### src/sv/assert_macros.svh
// Assertion macros shared by the notch filter RTL.
`ifndef ASSERT_MACROS_SVH
`define ASSERT_MACROS_SVH

// Checked on every rising clk edge, masked while rst_n is low.
`define ASSERT_CLK(label, prop, msg) \
    label: assert property (@(posedge clk) disable iff (!rst_n) prop) else $error(msg);

// Checked on every rising clk edge, reset included.
`define ASSERT_ALWAYS(label, prop, msg) \
    label: assert property (@(posedge clk) prop) else $error(msg);

`endif

### src/sv/inf_pkg.sv
// Package: shared types, constants and helpers of the order-4 notch filter.
package inf_pkg;

    // Filter structure
    localparam int ORDER         = 4;
    localparam int NUM_MAC_STEPS = 2 * ORDER + 1;
    localparam int STEP_W        = $clog2(NUM_MAC_STEPS + 1);
    localparam logic [STEP_W-1:0] STEP_LAST = STEP_W'(NUM_MAC_STEPS);
    localparam logic [STEP_W-1:0] STEP_FIRST_FB = STEP_W'(ORDER + 1);

    // Default widths
    localparam int SAMPLE_BITS_DEF    = 24;
    localparam int COEF_FRAC_BITS_DEF = 16;

    // Register file
    localparam int NUM_COEFS  = 7;
    localparam int PADDR_W    = 5;
    localparam int PDATA_W    = 32;
    localparam int REG_IDX_W  = 3;
    localparam logic [REG_IDX_W-1:0] REG_NUM_C0 = 3'd0;
    localparam logic [REG_IDX_W-1:0] REG_NUM_C1 = 3'd1;
    localparam logic [REG_IDX_W-1:0] REG_NUM_C2 = 3'd2;
    localparam logic [REG_IDX_W-1:0] REG_DEN_C1 = 3'd3;
    localparam logic [REG_IDX_W-1:0] REG_DEN_C2 = 3'd4;
    localparam logic [REG_IDX_W-1:0] REG_DEN_C3 = 3'd5;
    localparam logic [REG_IDX_W-1:0] REG_DEN_C4 = 3'd6;

    // Notch defaults in Q2.16
    localparam int COEF_RESET_FRAC = 16;
    localparam int COEF_RESET_Q16 [NUM_COEFS] = '{
        59021, -14866, 118977, -15630, 118075, -14045, 52950
    };

    // Sequencer states
    typedef enum logic {
        ST_IDLE,
        ST_RUN
    } inf_state_t;

    // Control from the sequencer to the MAC
    typedef struct packed {
        logic clear;
        logic mul_en;
        logic acc_en;
        logic sub;
    } mac_ctl_t;

    // Default coefficient rescaled to the configured fraction width
    function automatic logic signed [31:0] coef_reset(input int idx, input int frac);
        int v;
        v = COEF_RESET_Q16[idx];
        if (frac >= COEF_RESET_FRAC)
            return 32'(v <<< (frac - COEF_RESET_FRAC));
        else
            return 32'(v >>> (COEF_RESET_FRAC - frac));
    endfunction

endpackage

### src/sv/inf_mac.sv
// Shared multiply-accumulate unit: registered product, then accumulate.
module inf_mac #(
    parameter int SAMPLE_BITS    = inf_pkg::SAMPLE_BITS_DEF,
    parameter int COEF_FRAC_BITS = inf_pkg::COEF_FRAC_BITS_DEF,
    parameter int COEF_W         = COEF_FRAC_BITS + 2,
    parameter int ACC_W          = SAMPLE_BITS + COEF_W + 4
) (
    input  logic                     clk,
    input  logic                     rst_n,
    input  inf_pkg::mac_ctl_t        ctl,
    input  logic signed [SAMPLE_BITS-1:0] op_sample,
    input  logic signed [COEF_W-1:0]      op_coef,
    output logic signed [ACC_W-1:0]       acc_sum
);

    localparam int PROD_W = SAMPLE_BITS + COEF_W;
    localparam logic signed [ACC_W-1:0] ROUND_HALF = ACC_W'(1) << (COEF_FRAC_BITS - 1);

    logic signed [PROD_W-1:0] prod_reg;
    logic signed [PROD_W-1:0] prod_next;
    logic                     sub_reg;
    logic signed [ACC_W-1:0]  acc_reg;
    logic signed [ACC_W-1:0]  prod_ext;

    // Multiplier stage; operands sign-extended to the product width
    assign prod_next = PROD_W'(op_sample) * PROD_W'(op_coef);

    always_ff @(posedge clk or negedge rst_n)
    begin
        if (!rst_n)
        begin
            sub_reg <= 1'b0;
        end
        else if (ctl.mul_en)
        begin
            sub_reg <= ctl.sub;
        end
    end

    always_ff @(posedge clk)
    begin
        if (ctl.mul_en)
        begin
            prod_reg <= prod_next;
        end
    end

    // Accumulate stage; the sum is also the final value on the last step
    assign prod_ext = ACC_W'(prod_reg);
    assign acc_sum  = sub_reg ? (acc_reg - prod_ext) : (acc_reg + prod_ext);

    always_ff @(posedge clk)
    begin
        if (ctl.clear)
        begin
            acc_reg <= ROUND_HALF;
        end
        else if (ctl.acc_en)
        begin
            acc_reg <= acc_sum;
        end
    end

endmodule

### src/sv/iir_notch_filter_order4.sv
// Top level: order-4 direct-form-I IIR notch filter with one shared MAC.
// A new sample is accepted only while the sequencer is idle. Each sample takes
//   nine passes through the single multiplier-accumulator plus the final
//   round/saturate step, which waits while a pending result is stalled.
// Reset: coefficients return to the notch defaults, both histories clear to zero,
//   no output is pending.
`include "assert_macros.svh"

module iir_notch_filter_order4 #(
    parameter int SAMPLE_BITS    = inf_pkg::SAMPLE_BITS_DEF,
    parameter int COEF_FRAC_BITS = inf_pkg::COEF_FRAC_BITS_DEF
) (
    input  logic                              clk,
    input  logic                              rst_n,
    // input channel
    input  logic                              in_valid,
    output logic                              in_stall,
    input  logic signed [SAMPLE_BITS-1:0]     sample_in,
    // output channel
    output logic                              out_valid,
    input  logic                              out_stall,
    output logic signed [SAMPLE_BITS-1:0]     sample_out,
    output logic                              clipped,
    // register port
    input  logic                              psel,
    input  logic                              penable,
    input  logic                              pwrite,
    input  logic [inf_pkg::PADDR_W-1:0]       paddr,
    input  logic [inf_pkg::PDATA_W-1:0]       pwdata,
    output logic [inf_pkg::PDATA_W-1:0]       prdata,
    output logic                              pready
);

    localparam int COEF_W = COEF_FRAC_BITS + 2;
    localparam int ACC_W  = SAMPLE_BITS + COEF_W + 4;
    localparam int HI_W   = ACC_W - SAMPLE_BITS + 1;
    localparam logic signed [SAMPLE_BITS-1:0] SAT_MAX = {1'b0, {(SAMPLE_BITS-1){1'b1}}};
    localparam logic signed [SAMPLE_BITS-1:0] SAT_MIN = {1'b1, {(SAMPLE_BITS-1){1'b0}}};

    localparam logic signed [COEF_W-1:0] RST_NUM_C0 =
        COEF_W'(inf_pkg::coef_reset(0, COEF_FRAC_BITS));
    localparam logic signed [COEF_W-1:0] RST_NUM_C1 =
        COEF_W'(inf_pkg::coef_reset(1, COEF_FRAC_BITS));
    localparam logic signed [COEF_W-1:0] RST_NUM_C2 =
        COEF_W'(inf_pkg::coef_reset(2, COEF_FRAC_BITS));
    localparam logic signed [COEF_W-1:0] RST_DEN_C1 =
        COEF_W'(inf_pkg::coef_reset(3, COEF_FRAC_BITS));
    localparam logic signed [COEF_W-1:0] RST_DEN_C2 =
        COEF_W'(inf_pkg::coef_reset(4, COEF_FRAC_BITS));
    localparam logic signed [COEF_W-1:0] RST_DEN_C3 =
        COEF_W'(inf_pkg::coef_reset(5, COEF_FRAC_BITS));
    localparam logic signed [COEF_W-1:0] RST_DEN_C4 =
        COEF_W'(inf_pkg::coef_reset(6, COEF_FRAC_BITS));

    // Coefficient registers
    logic signed [COEF_W-1:0] num_c0_reg, num_c1_reg, num_c2_reg;
    logic signed [COEF_W-1:0] den_c1_reg, den_c2_reg, den_c3_reg, den_c4_reg;

    // Sequencer and data state
    inf_pkg::inf_state_t               state_reg, state_next;
    logic [inf_pkg::STEP_W-1:0]        step_reg, step_next;
    logic signed [SAMPLE_BITS-1:0]     x0_reg;
    logic signed [SAMPLE_BITS-1:0]     xh_reg [inf_pkg::ORDER];
    logic signed [SAMPLE_BITS-1:0]     yh_reg [inf_pkg::ORDER];
    logic                              out_valid_reg;
    logic signed [SAMPLE_BITS-1:0]     sample_out_reg;
    logic                              clipped_reg;

    logic                              in_xfer;
    logic                              finish;
    logic                              cfg_wr;
    logic [inf_pkg::REG_IDX_W-1:0]     cfg_idx;
    logic signed [COEF_W-1:0]          cfg_coef;
    logic [inf_pkg::PDATA_W-1:0]       rd_data;
    inf_pkg::mac_ctl_t                 mac_ctl;
    logic signed [SAMPLE_BITS-1:0]     op_sample;
    logic signed [COEF_W-1:0]          op_coef;
    logic signed [ACC_W-1:0]           acc_sum;
    logic signed [ACC_W-1:0]           acc_shift;
    logic [HI_W-1:0]                   acc_hi;
    logic                              ovf;
    logic signed [SAMPLE_BITS-1:0]     y_sat;

    // Register port
    assign pready   = 1'b1;
    assign cfg_wr   = psel && penable && pwrite;
    assign cfg_idx  = paddr[inf_pkg::PADDR_W-1:2];
    assign cfg_coef = pwdata[COEF_W-1:0];
    assign prdata   = rd_data;

    always_ff @(posedge clk or negedge rst_n)
    begin
        if (!rst_n)
        begin
            num_c0_reg <= RST_NUM_C0;
            num_c1_reg <= RST_NUM_C1;
            num_c2_reg <= RST_NUM_C2;
            den_c1_reg <= RST_DEN_C1;
            den_c2_reg <= RST_DEN_C2;
            den_c3_reg <= RST_DEN_C3;
            den_c4_reg <= RST_DEN_C4;
        end
        else if (cfg_wr)
        begin
            unique case (cfg_idx)
                inf_pkg::REG_NUM_C0: num_c0_reg <= cfg_coef;
                inf_pkg::REG_NUM_C1: num_c1_reg <= cfg_coef;
                inf_pkg::REG_NUM_C2: num_c2_reg <= cfg_coef;
                inf_pkg::REG_DEN_C1: den_c1_reg <= cfg_coef;
                inf_pkg::REG_DEN_C2: den_c2_reg <= cfg_coef;
                inf_pkg::REG_DEN_C3: den_c3_reg <= cfg_coef;
                inf_pkg::REG_DEN_C4: den_c4_reg <= cfg_coef;
                default: ;
            endcase
        end
    end

    // Readback, sign-extended
    always_comb
    begin
        unique case (cfg_idx)
            inf_pkg::REG_NUM_C0: rd_data = inf_pkg::PDATA_W'(num_c0_reg);
            inf_pkg::REG_NUM_C1: rd_data = inf_pkg::PDATA_W'(num_c1_reg);
            inf_pkg::REG_NUM_C2: rd_data = inf_pkg::PDATA_W'(num_c2_reg);
            inf_pkg::REG_DEN_C1: rd_data = inf_pkg::PDATA_W'(den_c1_reg);
            inf_pkg::REG_DEN_C2: rd_data = inf_pkg::PDATA_W'(den_c2_reg);
            inf_pkg::REG_DEN_C3: rd_data = inf_pkg::PDATA_W'(den_c3_reg);
            inf_pkg::REG_DEN_C4: rd_data = inf_pkg::PDATA_W'(den_c4_reg);
            default:             rd_data = '0;
        endcase
    end

    // Handshakes
    assign in_stall = (state_reg != inf_pkg::ST_IDLE);
    assign in_xfer  = in_valid && !in_stall;
    assign finish   = (state_reg == inf_pkg::ST_RUN) && (step_reg == inf_pkg::STEP_LAST)
                      && !(out_valid_reg && out_stall);

    // Sequencer state register
    always_ff @(posedge clk or negedge rst_n)
    begin
        if (!rst_n)
        begin
            state_reg <= inf_pkg::ST_IDLE;
            step_reg  <= '0;
        end
        else
        begin
            state_reg <= state_next;
            step_reg  <= step_next;
        end
    end

    // Sequencer next state and MAC control
    always_comb
    begin
        state_next     = state_reg;
        step_next      = step_reg;
        mac_ctl.clear  = 1'b0;
        mac_ctl.mul_en = 1'b0;
        mac_ctl.acc_en = 1'b0;
        mac_ctl.sub    = 1'b0;
        unique case (state_reg)
            inf_pkg::ST_IDLE:
            begin
                if (in_xfer)
                begin
                    state_next    = inf_pkg::ST_RUN;
                    step_next     = '0;
                    mac_ctl.clear = 1'b1;
                end
            end
            inf_pkg::ST_RUN:
            begin
                mac_ctl.mul_en = (step_reg < inf_pkg::STEP_LAST);
                mac_ctl.acc_en = (step_reg != '0) && (step_reg < inf_pkg::STEP_LAST);
                mac_ctl.sub    = (step_reg >= inf_pkg::STEP_FIRST_FB);
                if (step_reg < inf_pkg::STEP_LAST)
                begin
                    step_next = step_reg + 1'b1;
                end
                else if (finish)
                begin
                    state_next = inf_pkg::ST_IDLE;
                    step_next  = '0;
                end
            end
            default:
            begin
                state_next = inf_pkg::ST_IDLE;
            end
        endcase
    end

    // Operand select per step: five feed-forward taps, then four feedback taps
    always_comb
    begin
        unique case (step_reg)
            4'd0:    begin op_sample = x0_reg;    op_coef = num_c0_reg; end
            4'd1:    begin op_sample = xh_reg[0]; op_coef = num_c1_reg; end
            4'd2:    begin op_sample = xh_reg[1]; op_coef = num_c2_reg; end
            4'd3:    begin op_sample = xh_reg[2]; op_coef = num_c1_reg; end
            4'd4:    begin op_sample = xh_reg[3]; op_coef = num_c0_reg; end
            4'd5:    begin op_sample = yh_reg[0]; op_coef = den_c1_reg; end
            4'd6:    begin op_sample = yh_reg[1]; op_coef = den_c2_reg; end
            4'd7:    begin op_sample = yh_reg[2]; op_coef = den_c3_reg; end
            4'd8:    begin op_sample = yh_reg[3]; op_coef = den_c4_reg; end
            default: begin op_sample = '0;        op_coef = '0;         end
        endcase
    end

    inf_mac #(
        .SAMPLE_BITS    (SAMPLE_BITS),
        .COEF_FRAC_BITS (COEF_FRAC_BITS),
        .COEF_W         (COEF_W),
        .ACC_W          (ACC_W)
    ) u_mac (
        .clk       (clk),
        .rst_n     (rst_n),
        .ctl       (mac_ctl),
        .op_sample (op_sample),
        .op_coef   (op_coef),
        .acc_sum   (acc_sum)
    );

    // Drop the fraction (rounding bias already in the accumulator), then saturate
    assign acc_shift = acc_sum >>> COEF_FRAC_BITS;
    assign acc_hi    = acc_shift[ACC_W-1:SAMPLE_BITS-1];
    assign ovf       = !((&acc_hi) || !(|acc_hi));
    assign y_sat     = ovf ? (acc_shift[ACC_W-1] ? SAT_MIN : SAT_MAX)
                           : acc_shift[SAMPLE_BITS-1:0];

    // Sample latch and histories
    always_ff @(posedge clk or negedge rst_n)
    begin
        if (!rst_n)
        begin
            x0_reg <= '0;
            for (int i = 0; i < inf_pkg::ORDER; i++)
            begin
                xh_reg[i] <= '0;
                yh_reg[i] <= '0;
            end
        end
        else
        begin
            if (in_xfer)
            begin
                x0_reg <= sample_in;
            end
            if (finish)
            begin
                for (int i = inf_pkg::ORDER - 1; i > 0; i--)
                begin
                    xh_reg[i] <= xh_reg[i-1];
                    yh_reg[i] <= yh_reg[i-1];
                end
                xh_reg[0] <= x0_reg;
                yh_reg[0] <= y_sat;
            end
        end
    end

    // Output register
    always_ff @(posedge clk or negedge rst_n)
    begin
        if (!rst_n)
        begin
            out_valid_reg <= 1'b0;
        end
        else if (finish)
        begin
            out_valid_reg <= 1'b1;
        end
        else if (!out_stall)
        begin
            out_valid_reg <= 1'b0;
        end
    end

    always_ff @(posedge clk)
    begin
        if (finish)
        begin
            sample_out_reg <= y_sat;
            clipped_reg    <= ovf;
        end
    end

    assign out_valid  = out_valid_reg;
    assign sample_out = sample_out_reg;
    assign clipped    = clipped_reg;

    // Checks
    `ASSERT_CLK(a_accept_starts_run, in_xfer |=> (state_reg == inf_pkg::ST_RUN && step_reg == '0), "accepted sample did not start the MAC sequence")
    `ASSERT_CLK(a_step_bound, (state_reg == inf_pkg::ST_RUN) |-> (step_reg <= inf_pkg::STEP_LAST), "step counter ran past the last MAC step")
    `ASSERT_CLK(a_out_after_last, $rose(out_valid) |-> $past(state_reg == inf_pkg::ST_RUN && step_reg == inf_pkg::STEP_LAST), "result appeared without a finished sequence")
    `ASSERT_CLK(a_clip_extreme, (out_valid && clipped) |-> (sample_out == SAT_MAX || sample_out == SAT_MIN), "clipped result is not a rail value")
    `ASSERT_ALWAYS(a_idle_no_stall, (state_reg == inf_pkg::ST_IDLE) |-> !in_stall, "input stalled while sequencer idle")

endmodule

### config.mk
export PLATFORM = sky130hd
export DESIGN_NAME = iir_notch_filter_order4
export DESIGN_NICKNAME = d
export VERILOG_FILES = /design/src/sv/inf_pkg.sv /design/src/sv/inf_mac.sv /design/src/sv/iir_notch_filter_order4.sv
export VERILOG_INCLUDE_DIRS = /design/src /design/src/sv
export SDC_FILE = /design/constraint.sdc
export NUM_CORES = 2
export LEC_CHECK = 0
export ABC_CLOCK_PERIOD_IN_PS = 7800
export BUFFER_PORTS_ARGS = -buffer_cell sky130_fd_sc_hd__buf_2
export CAP_MARGIN = 20
export CORE_MARGIN = 5
export CORE_UTILIZATION = 35
export DETAILED_ROUTE_END_ITERATION = 16
export GPL_ROUTABILITY_DRIVEN = 0
export PLACE_DENSITY = 0.53
export SLEW_MARGIN = 10
export SYNTH_ARGS = -nofsm -noshare
export SYNTH_HDL_FRONTEND = slang
export SYNTH_SLANG_ARGS = --single-unit
### constraint.sdc
create_clock -name clk -period 7.8 [get_ports clk]
set_input_delay 1.56 -clock clk [delete_from_list [all_inputs] [get_ports clk]]
set_output_delay 1.56 -clock clk [all_outputs]
set_load 0.02 [all_outputs]
======== Word-level counts from Yosys, hierarchy flattened ========
Index checks and enable logic that the tools add are counted.
storage, ports and cells
  output and inout port bits .............. 60
  input bits .............................. 68
  bits in registers ....................... 462
operators by class
  multipliers ............................. 1
  reductions and logical operators ........ 27
  add/subtract/negate cells ............... 3
  muxes and demuxes ....................... 18
  bitwise operators ....................... 1
  order comparisons ....................... 2
  equality and inequality tests ........... 18
operators by type and width
  operator                                              number
  one-hot mux 32 bit (7 select lines)                   1
  one-hot mux 24 bit (9 select lines)                   1
  one-hot mux 18 bit (7 select lines)                   1
  2-to-1 mux 24 bit                                     2
  adder 46 x 42 -> 46 bit                               1
  2-to-1 mux 46 bit                                     1
  subtractor 46 x 42 -> 46 bit                          1
  multiplier 24 x 18 -> 42 bit                          1
  == test 4 x 3 -> 1 bit (second input constant)        4
  AND reduction 2 bit                                   8
  2-to-1 mux 4 bit                                      3
  == test 3 bit (second input constant)                 3
  == test 4 x 2 -> 1 bit (second input constant)        2
  == test 4 bit (second input constant)                 2
  one-hot mux 4 bit (2 select lines)                    1
  logical AND 1 bit                                     7
  AND reduction 7 bit                                   1
  OR reduction 7 bit                                    1
  == test 3 x 2 -> 1 bit (second input constant)        2
  2-to-1 mux 1 bit                                      6
  adder 4 x 1 -> 4 bit (second input constant)          1
  == test 4 x 1 -> 1 bit (second input constant)        1
  >= comparator 4 x 3 -> 1 bit (second input constant)  1
  zero test 1 bit                                       4
  other kinds (13)                                      14

======== Logic depth before layout (Yosys ltp) ========
  word-level depth ........................ 6
  gate-level depth with buffers ........... 36
  depth with buffers taken out ............ 32

======== By module ========
A second synthesis with hierarchy kept.
second synthesis, totals
  cell total of the unflattened synthesis .. 4249
  area, all modules ....................... 39793.2 sq um
by module, submodules not included
  module                   area an instance (sq um)  sequential area each (sq um)  times used  cells an instance
  inf_mac                  22351.4                   2207.1                        1           2548
  iir_notch_filter_order4  17441.7                   9544.2                        1           1701

======== Worst setup path after synthesis ========
OpenSTA, ideal clock, no wires.
  path type ............................... register -> register
  start point ............................. register step_reg[2] (netlist bit)
  end point ............................... register u_mac.prod_reg[41], data pin
  cell stages (with the launch flop) ...... 33
  data arrival time ....................... 7.891 ns
  setup time .............................. 0.259 ns
  slack ................................... -0.350 ns
  cells stage by stage .................... dfrtp_1 > clkbuf_1 > nor2b_1 > and2_1 > clkbuf_1 > clkbuf_1 > buf_1 > a22oi_1 > nand3_1 > clkbuf_1 > nand2_1 > fa_1 > inv_1 > fa_1 > fa_1 > fa_1 > fa_1 > inv_1 > fa_1 > inv_1 > ha_1 > clkbuf_1 > a21o_1 > a21oi_1 > nor2_1 > o41a_1 > a2111oi_0 > a21oi_1 > nor4_1 > a21oi_1 > a211oi_1 > a21oi_1 > xnor2_1
on the way
  word-level cells in the longest chain between the ends .. 4
  elaborated cells between the ends (all ways) .. 14
  classes of those cells .................. mul (1); eq/ne (8); mux (2); reduce/logical (3)
RTL lines
  item                                                  line                            source
  start, declared                                       iir_notch_filter_order4.sv:61   logic [inf_pkg::STEP_W-1:0] step_reg, step_next;
  start signal, assigned                                iir_notch_filter_order4.sv:150  step_reg <= step_next;
  == test 4 x 3 -> 1 bit, or another cell as far along  iir_notch_filter_order4.sv:198  unique case (step_reg)
  OR reduction 2 bit (no line)                          -
  one-hot mux 18 bit (7 select lines)                   iir_notch_filter_order4.sv:198
  multiplier 24 x 18 -> 42 bit (*)                      inf_mac.sv:26                   assign prod_next = PROD_W'(op_sample) * PROD_W'(op_coef);
  net u_mac.prod_next[41]                               inf_mac.sv:20                   logic signed [PROD_W-1:0] prod_next;
  end signal, assigned                                  inf_mac.sv:44                   prod_reg <= prod_next;
  end, declared                                         inf_mac.sv:19                   logic signed [PROD_W-1:0] prod_reg;
The timed path passes the listed nets; every way through them passes the cells marked *.
A chain may end at the register's enable or synchronous reset.

======== Final worst setup path ========
  start point ............................. register step_reg[1] (netlist bit)
  end point ............................... register u_mac.prod_reg[41], data pin
The elaborated chain is that of the path after synthesis.

==> summary.md <==
| Metric | Value |
|---|---|
| Status | `finished with violations` |
| Violated checks | `setup timing` |
| Wire per inst | `just under 20 um` |
| Die area | `0.1191 mm^2` |
| Most common cell after layout, fill and taps aside | `nand2_1` |
| Final WS setup | `-0.2154 ns` |
| Post-route ant nets | `0` |
| H-tree depth | `2` |
| Mapped Nets | `4983` |
| Main combinational cell family by area after synthesis | `adder cells` |
| Utilization after layout | `42.77%` |
| Gr ovfl total | `0` |
| First-pass GRT wire length | `around 190 mm` |
| CTS clock-pin slew for the worst setup and hold paths | `0.06 ns` |
| Gr usage total | `20.23%` |
| Setup TNS | `-0.7298 ns` |
| Starting DRT DRC Count | `2306` |
| Layout Nets | `5400` |
| Wire length on met2 | `between 50 and 60 mm` |
| # port buffers | `110` |
| Top cell type by total area after synthesis | `fa_1` |
| Largest net degree at the start of global routing | `roughly 160` |
| Type of the most critical hold path | `reg2reg` |
| Synth Area in Adders | `26.67%` |
| RSZ-0062 raised after global routing | `yes` |
| Period Utilization, post-route | `102.8%` |
| Max-slew violations | `0` |
| Period minus WS final | `8.015 ns` |
| Syn-to-layout area delta | `21.89%` |
| Crit end category | `flip-flop` |
| Syn Area/Cell | `between 9 and 10 um^2` |
| Slowest stage delay, CP | `approximately 0.54 ns` |
| Via count | `31649` |
| Initial Utilization | `a little over a third` |
| Max_slew headroom | `24.94%` |
| Avg Vias per Cell | `5.027` |
| CP max stage cell | `fa_1` |
| CTS root buf | `clkbuf_16` |
| Cell mode on critical path | `fa_1` |
| Residual DRC | `0` |
| Tightest Pin Transition | `around 1.1 ns` |
| Clock Skews | `0.01351 ns` |
| Routed wl met3 | `between 6 and 7 mm` |
| Initial antenna violation count | `3` |
| Die height | `roughly 350 um` |
| Final instance area | `0.04792 mm^2` |
| HPWL after DPL | `93.78 mm` |
| WL final | `between 100 and 150 mm` |
| Die W | `345.2 um` |
| Share of the synthesized area in the top cell type | `a little over a fifth` |
| Syn. warnings | `0` |
| CP max FO | `9` |
| Post-CTS Hold Buffers | `0` |
| Max-Cap Viols | `0` |
| Clk Latency, worst-skew pair | `0.62 ns` |
| Most area-consuming cells after synthesis | `fa_1, dfrtp_1, nand2_1` |
| Fmax achieved | `124.8 MHz` |
| Share of layout cells above drive strength 1 | `23.04%` |
| Synth Register Bits | `462` |
| CTS tree | `built` |
| Most frequent cells in the layout | `nand2_1, inv_1, fa_1, buf_4, nor2_1` |
| Simple-Gate Fraction of Synth Area | `16.91%` |
| Inserted Clock Buffers | `54` |
| TritonRoute pass-1 iters | `7` |
| Io pins | `128` |
| Compound-cell area share of the yosys netlist | `10.97%` |
| M1 WL | `55.32 mm` |
| Number of synthesized flops with an enable pin | `between 60 and 70` |
| Mapped Area | `slightly below 0.04 mm^2` |
| Critical Path RT | `8.16 ns` |
| Number of global-route vias before repair | `32276` |
| Top FF cell, synth | `dfrtp_1` |
| Core Rows | `123` |
| Mapped Cells | `about 4300` |
| Critical path type | `reg2reg` |
| Setup violators final | `4` |
| Synth cell types | `99` |
| Post-synthesis sequential area ratio | `between 20 and 30%` |
| Dpl cell area | `between 0.04 and 0.05 mm^2` |
| Worst setup SP type | `flip-flop` |
| Top Metal Used | `met5` |
| Arrival time at the worst endpoint | `8.38 ns` |
| Clock Sinks | `462` |
| CTS max path bufs | `3` |
| Mux contribution to synthesized area | `4.990%` |
| Final hold viol count | `0` |
| Ys async rst share | `75.54%` |
| Core area | `approximately 0.11 mm^2` |
| Post-synthesis xor/xnor area fraction | `2.692%` |
## kinds of logic (layout without fill, tap and decap cells)
kind of cell,after synthesis,in the layout
XOR/XNOR,120,120
other,1,2
buffers and inverters,797,1258
AO/OA/AOI/OAI,607,607
adder cells (fa/ha/maj),582,582
multiplexers,172,172
AND/OR/NAND/NOR,1592,1593
flip-flops,462,462
## per-stage QoR
stage / std cells / setup slack (ns) / hold WS (ns)
floorplan: 4333 / 0.01098 / 0.4362
detailed placement: 6133 / -0.7748 / 0.4550
global placement: 6132 / -0.7312 / 0.4479
finish: 6296 / -0.2154 / 0.4582
global route: 6295 / -0.6331 / 0.4792
CTS: 6262 / -0.2327 / 0.4639
## area by class of cell
type                    count  area, um^2
diodes                      1       2.502
inverters                 559        2106
well taps                1500        1877
flip-flops and latches    462       11750
multi-input cells        3075       25320
fillers                 11146       64110
clock inverters            24       314.1
clock buffers              77        1589
repair buffers            598        4960
## synthesized netlist by cell type, drive strengths merged, types with 9 or more instances
cell,number
xor2,21
or3,15
a222oi,32
and2,39
nand3,52
nand2,1026
a221o,25
ha,155
fa,427
o21bai,13
dfrtp,281
a31oi,18
a21o,29
a221oi,27
inv,558
o21ai,70
xnor2,99
a2bb2oi,23
a21oi,172
a22oi,79
or2,9
nand4,16
clkbuf,190
nor2,297
mux2,132
dfstp,68
dfxtp,46
and3,13
buf,48
o211ai,13
nor4,10
a211oi,21
o21a,19
mux2i,35
nand2b,65
nor2b,9
nor3,28
a22o,18
edfxtp,67
## layer usage
metal / GRT usage (%) / vias to the layer above
met3: 2.539 / 149
met4: 5.284 / 2
li1: - / 14812
met5: 0 / -
met1: 28.39 / 15936
met2: 33.27 / 750
## repair_timing
item	CTS	global route
setup buffers	25	33
cloned	3	0
resized for setup	121	109
endpoints found under the setup margin	17	18
pin swaps	60	105
## path summary, 6_finish.rpt
| check | start | to | slack (ns) | cells past startpoint |
|---|---|---|---|---|
| max | step_reg[1] | u_mac.prod_reg[41] | -0.22 | 31 |
| min | u_mac.acc_reg[6] | u_mac.acc_reg[6] | 0.46 | 2 |
| max reg2reg | step_reg[1] | u_mac.prod_reg[41] | -0.22 | 31 |
| min reg2reg | u_mac.acc_reg[6] | u_mac.acc_reg[6] | 0.46 | 2 |
| max in group asynchronous | rst_n | xh_reg[24] | 5.41 | 2 |
| min in group asynchronous | rst_n | den_c1_reg[0] | 0.96 | 1 |
## worst max-delay path: cells and delay by family, from the launching register on
| family | cells | cell delay, ns |
|---|---|---|
| compound gates | 9 | 2.02 |
| buf+inv | 7 | 0.80 |
| flops | 1 | 0.41 |
| xor+xnor | 1 | 0.14 |
| fa+ha+maj | 8 | 3.31 |
| simple gates | 6 | 1.04 |
Power is not shown: default switching activity piles up to over one toggle a cycle in this logic, so the estimate is an artifact.
